$ cat src/rtl/core/lpa_pkg.sv
// Package for the patience-sort LIS block: sizes, operation and shape codes,
// controller states and the command/status structs between controller and datapath.
// No dependencies.
`timescale 1ns / 1ps

package lpa_pkg;

  localparam int MAX_CARDS   = 64;
  localparam int IDX_W       = $clog2(MAX_CARDS);
  localparam int CNT_W       = IDX_W + 1;
  localparam int DIM_W       = 32;
  localparam int AREA_W      = 2 * DIM_W;
  localparam int TRI_DIVISOR = 2;

  typedef enum logic [1:0] {
    OP_ADD   = 2'd0,
    OP_COUNT = 2'd1,
    OP_SEQ   = 2'd2,
    OP_ALT   = 2'd3
  } op_t;

  typedef enum logic [1:0] {
    SHP_SQUARE = 2'd0,
    SHP_RECT   = 2'd1,
    SHP_TRI    = 2'd2,
    SHP_ALT    = 2'd3
  } shape_t;

  typedef struct packed {
    logic [1:0]       shape;
    logic [DIM_W-1:0] first;
    logic [DIM_W-1:0] second;
  } card_t;

  typedef enum logic [12:0] {
    S_IDLE     = 13'b0000000000001,
    S_AREA     = 13'b0000000000010,
    S_SRCH_RD  = 13'b0000000000100,
    S_SRCH_CMP = 13'b0000000001000,
    S_COMMIT   = 13'b0000000010000,
    S_RESP     = 13'b0000000100000,
    S_Q_TAIL   = 13'b0000001000000,
    S_Q_SEED   = 13'b0000010000000,
    S_WALK_WR  = 13'b0000100000000,
    S_WALK_NXT = 13'b0001000000000,
    S_OUT_OB   = 13'b0010000000000,
    S_OUT_CARD = 13'b0100000000000,
    S_OUT_EMIT = 13'b1000000000000
  } state_t;

  typedef struct packed {
    logic latch;       // capture input transaction, init search bounds
    logic drop;        // store full: set overflow
    logic area;        // register area key
    logic srch_rd;     // read tail area at midpoint
    logic srch_cmp;    // narrow search bounds
    logic pred_rd;     // read tail card of previous pile
    logic commit;      // write card, links, tails
    logic walk_init;   // read tail card of last pile
    logic walk_seed;   // load walk cursor
    logic walk_wr;     // store cursor in order buffer, read its predecessor
    logic walk_next;   // follow predecessor link
    logic ob_rd;       // read order buffer entry
    logic card_rd;     // read card store
    logic emit_card;   // present one sequence card
    logic emit_plain;  // present a result with no card
  } cmd_t;

  typedef struct packed {
    logic full;
    logic empty;
    logic search_done;
    logic walk_done;
    logic out_last;
  } sts_t;

endpackage

$ cat src/rtl/core/lpa_ctrl.sv
// Controller FSM for the patience-sort LIS block.
// Depends on lpa_pkg; drives lpa_datapath through cmd_t, reads sts_t.
`timescale 1ns / 1ps

module lpa_ctrl (
  input  logic          clk,
  input  logic          rst,
  input  logic          start,
  input  logic [1:0]    operation,
  input  lpa_pkg::sts_t sts,
  output lpa_pkg::cmd_t cmd,
  output logic          busy
);
  import lpa_pkg::*;

  state_t state, state_next;

  always_ff @(posedge clk) begin
    if (rst) begin
      state <= S_IDLE;
    end else begin
      state <= state_next;
    end
  end

  always_comb begin
    cmd        = '0;
    state_next = state;
    case (state)
      S_IDLE: begin
        if (start) begin
          cmd.latch = 1'b1;
          if (operation == OP_ADD) begin
            if (sts.full) begin
              cmd.drop   = 1'b1;
              state_next = S_RESP;
            end else begin
              state_next = S_AREA;
            end
          end else if (operation == OP_SEQ && !sts.empty) begin
            state_next = S_Q_TAIL;
          end else begin
            state_next = S_RESP;
          end
        end
      end
      S_AREA: begin
        cmd.area   = 1'b1;
        state_next = S_SRCH_RD;
      end
      S_SRCH_RD: begin
        if (sts.search_done) begin
          cmd.pred_rd = 1'b1;
          state_next  = S_COMMIT;
        end else begin
          cmd.srch_rd = 1'b1;
          state_next  = S_SRCH_CMP;
        end
      end
      S_SRCH_CMP: begin
        cmd.srch_cmp = 1'b1;
        state_next   = S_SRCH_RD;
      end
      S_COMMIT: begin
        cmd.commit = 1'b1;
        state_next = S_RESP;
      end
      S_RESP: begin
        cmd.emit_plain = 1'b1;
        state_next     = S_IDLE;
      end
      S_Q_TAIL: begin
        cmd.walk_init = 1'b1;
        state_next    = S_Q_SEED;
      end
      S_Q_SEED: begin
        cmd.walk_seed = 1'b1;
        state_next    = S_WALK_WR;
      end
      S_WALK_WR: begin
        cmd.walk_wr = 1'b1;
        state_next  = S_WALK_NXT;
      end
      S_WALK_NXT: begin
        cmd.walk_next = 1'b1;
        state_next    = sts.walk_done ? S_OUT_OB : S_WALK_WR;
      end
      S_OUT_OB: begin
        cmd.ob_rd  = 1'b1;
        state_next = S_OUT_CARD;
      end
      S_OUT_CARD: begin
        cmd.card_rd = 1'b1;
        state_next  = S_OUT_EMIT;
      end
      S_OUT_EMIT: begin
        cmd.emit_card = 1'b1;
        state_next    = sts.out_last ? S_IDLE : S_OUT_OB;
      end
      default: begin
        state_next = S_IDLE;
      end
    endcase
  end

  assign busy = (state != S_IDLE);

  a_onehot_state: assert property (@(posedge clk) disable iff (rst) $onehot(state))
    else $error("controller state not one-hot");
  a_search_not_empty_walk: assert property (@(posedge clk) disable iff (rst)
    (state == S_Q_TAIL) |-> !sts.empty)
    else $error("sequence walk started on empty pile set");
  a_emit_ends_busy: assert property (@(posedge clk) disable iff (rst)
    cmd.emit_plain |=> !busy)
    else $error("plain result did not return to idle");

endmodule

$ cat config.mk
export PLATFORM = sky130hd
export DESIGN_NAME = lpa_ctrl
export DESIGN_NICKNAME = d
export VERILOG_FILES = /design/src/rtl/core/lpa_pkg.sv /design/src/rtl/core/lpa_ctrl.sv
export SDC_FILE = /design/constraint.sdc
export NUM_CORES = 1
export LEC_CHECK = 0
export BUFFER_PORTS_ARGS = -buffer_cell sky130_fd_sc_hd__buf_2
export CORE_MARGIN = 3
export CORE_UTILIZATION = 45
export DETAILED_ROUTE_END_ITERATION = 12
export PLACE_DENSITY = 0.71
export SYNTH_ARGS = -nofsm -noshare
export SYNTH_HDL_FRONTEND = slang
export SYNTH_SLANG_ARGS = --single-unit
export TNS_END_PERCENT = 30
$ cat constraint.sdc
create_clock -name clk -period 3.05 [get_ports clk]
set_input_delay 0.1525 -clock clk [delete_from_list [all_inputs] [get_ports clk]]
set_output_delay 0.1525 -clock clk [all_outputs]
set_load 0.01 [all_outputs]
==> results.cfg <==
[clock_network]
clock_sinks = 13
clockBufferDepth = 2
holdBufCountCts = 0
ctsResizeCount = 0
cts_max_level = 1
clk_latency_ns = 0.27
numCtsBuffers = 3
cts_root_buf = clkbuf_4
postCtsSetupBuffers = 0
path_clk_slew_ns = 0.08
cts_tree = done

[synth]
synthArstFlopShare_pct = 0
avgSynthCellArea_um2 = 8.12
seq_area_frac_synth_pct = 30.0
ys_seq_elements = 13
synthCells = 107
syn-num-nets = 117
ys_top_cells_by_count = dfxtp_1, nor2_1, nor3_1
synthTopCellsByArea = dfxtp_1, nor4b_1, nor3_1
yosysUniqueCellTypes = 35
synth_top_area_share_pct = 30.0
synth_top_cell_by_area = dfxtp_1
synth_most_common_cell = dfxtp_1
syn_area_um2 = 868
synthFlopType = dfxtp_1
synth_edf_count = 0
ys_warn_count = 0

[cells_and_area]
top_regs = state x13
largest-register = state
fill_cells = 166
drive_gt1_share_pct = 28.3
diodes = 0
largest_register_ff_count = 13
nets = 138
area_delta_synth_final_pct = 16.0

[detailed_routing]
drc = 0
wl_per_cell_um = 12.5
wl_met3_um = 84
topRoutingLayerUsed = met4
wl_mm = 1.90
via_per_inst = 5.62
ant_nets = 0
routed-via-count = 854
drt-pass1-iter-count = 4
wl_met2_um = 888
drt_iter0_drc = 19
m1WireLength_um = 901

[placement]
place.gp.congestion = 0.802
dpl_worst_slack_ns = 1.01
place_hpwl_mm = 1.45
portBuffers = 25

[sta]
whs_ns = 0.0493
rsz0062_at_grt = no
tns_ns = 0
period_share_pct = 76.9
min_period_ns = 2.35
timing.fmax_mhz = 426
final-max-slew-violation-count = 0
finalSetupViolCount = 0
fin_ws_ns = 0.704
relSlewSlack_pct = 58.1
hold_viol = 0
tightest_slew_ns = 0.623
skew_ns = 0.00329

[setup_path]
crit_family = simple AND/OR/NAND/NOR gates
worstPathMaxFanout = 8
path_cells = or4_4 > nor4_4 > nand3_1 > nor3_1 > buf_2
worstPathArrival_ns = 2.19
crit_buf_inv = 1
worstSetupEndpointType = output port
worstSetupPathType = reg2out
cp_slowest_cell = or4_4
cp.required_ns = 2.90
critPathLaunchType = flop
slowest_delay_ns = 0.56

[global_route]
grt_max_degree = 11
overflow = 0
grt_first_pass_wirelength_mm = 3.15
grt_pass1_vias = 728
grtUsageTotal_pct = 16.0
antenna_found_initial = 0

[pwr]
seqPwrFrac_pct = 48.4
power_switching_share_pct = 30.1
power_density_nw_per_um2 = 375
p_leak_uw = 0.000454
pwr-share-clk_pct = 28.1
combPwrFrac_pct = 23.5
internal-power_uw = 264
vdd_drop_max_v = 0.000270
switchingPower_uw = 114

[floorplan]
ios = 26
fp.dieH_um = 49.9
die-area_um2 = 2490
core-area_um2 = 1780
rows = 15
initial_core_util_pct = 48.7
fp.dieW_um = 49.9

[run]
cap_viol_max_count = 0

[min_path]
hold_class = in2reg

[status]
status = finished, final reports clean
-- worst paths after layout --
kind	startpoint	end	slack (ns)	cells after the start
worst min register to register	state[11]	state[12]	0.61	2
worst min-delay path	sts[3]	state[6]	0.05	2
worst max register to register	state[3]	state[8]	0.97	4
worst max-delay path	state[4]	cmd[13]	0.70	5
-- worst reg2reg max path: cells and delay by family (launching register included) --
kind | cells | cell delay, ns
DFF | 1 | 0.40
AOI/OAI and AO/OA | 1 | 0.16
and+or+nand+nor | 3 | 1.48
-- cells by family after synthesis --
logic type             count (synthesis)  share of synthesized area (%)
flip-flops                            13                           30.0
AND/OR/NAND/NOR                       62                           47.4
AO/OA/AOI/OAI                         10                           9.08
buffers and inverters                 17                           8.50
XOR/XNOR                               5                           5.04
-- area by class of cell --
class / count / area [um^2] / area share, %
tap: 25 / 31.3 / 3.11
clock buffer: 4 / 26.3 / 2.61
timing repair buffer: 25 / 125 / 12.4
multi-input combinational: 77 / 534 / 53.0
inverter: 8 / 30.0 / 2.98
sequential: 13 / 260 / 25.8
-- power groups by stage --
stage,registers (uW),logic [uW],clock network [uW]
floorplan,180,71.0,0
global placement,186,87.1,0
detailed placement,186,88.6,0
CTS,182,89.1,109
global route,184,99.2,120
finish,183,88.9,106
-- cell usage in the layout, fill, tap and decap left out, types with 2 or more instances in the layout --
cell / count
buf_2: 25
dfxtp_1: 13
nor2_1: 12
nor3_1: 9
inv_1: 8
nor4b_1: 6
nor4_1: 5
nand2_1: 4
nand4_1: 4
nor3b_1: 4
or4_4: 3
nand2b_1: 3
and3_1: 3
xnor2_1: 3
clkbuf_4: 3
nor4_2: 2
xor2_1: 2
a211o_1: 2
-- layer usage --
layer	up-vias	global-route usage [%]
met5	-	0
met4	0	4.15
met3	4	2.72
met2	23	26.7
met1	391	21.3
li1	436	-
-- stage by stage --
| stage | power (uW) | util, % | instances | area [um^2] |
|---|---|---|---|---|
| after floorplan | 251 | - | 107 | 868 |
| after global placement | 273 | 55.0 | 148 | 981 |
| after detailed placement | 275 | 55.0 | 148 | 981 |
| after CTS | 381 | 56.5 | 152 | 1010 |
| after global routing | 404 | 56.5 | 152 | 1010 |
| final | 378 | 56.5 | 152 | 1010 |
Note: power is estimated with default switching activity, not from simulation.
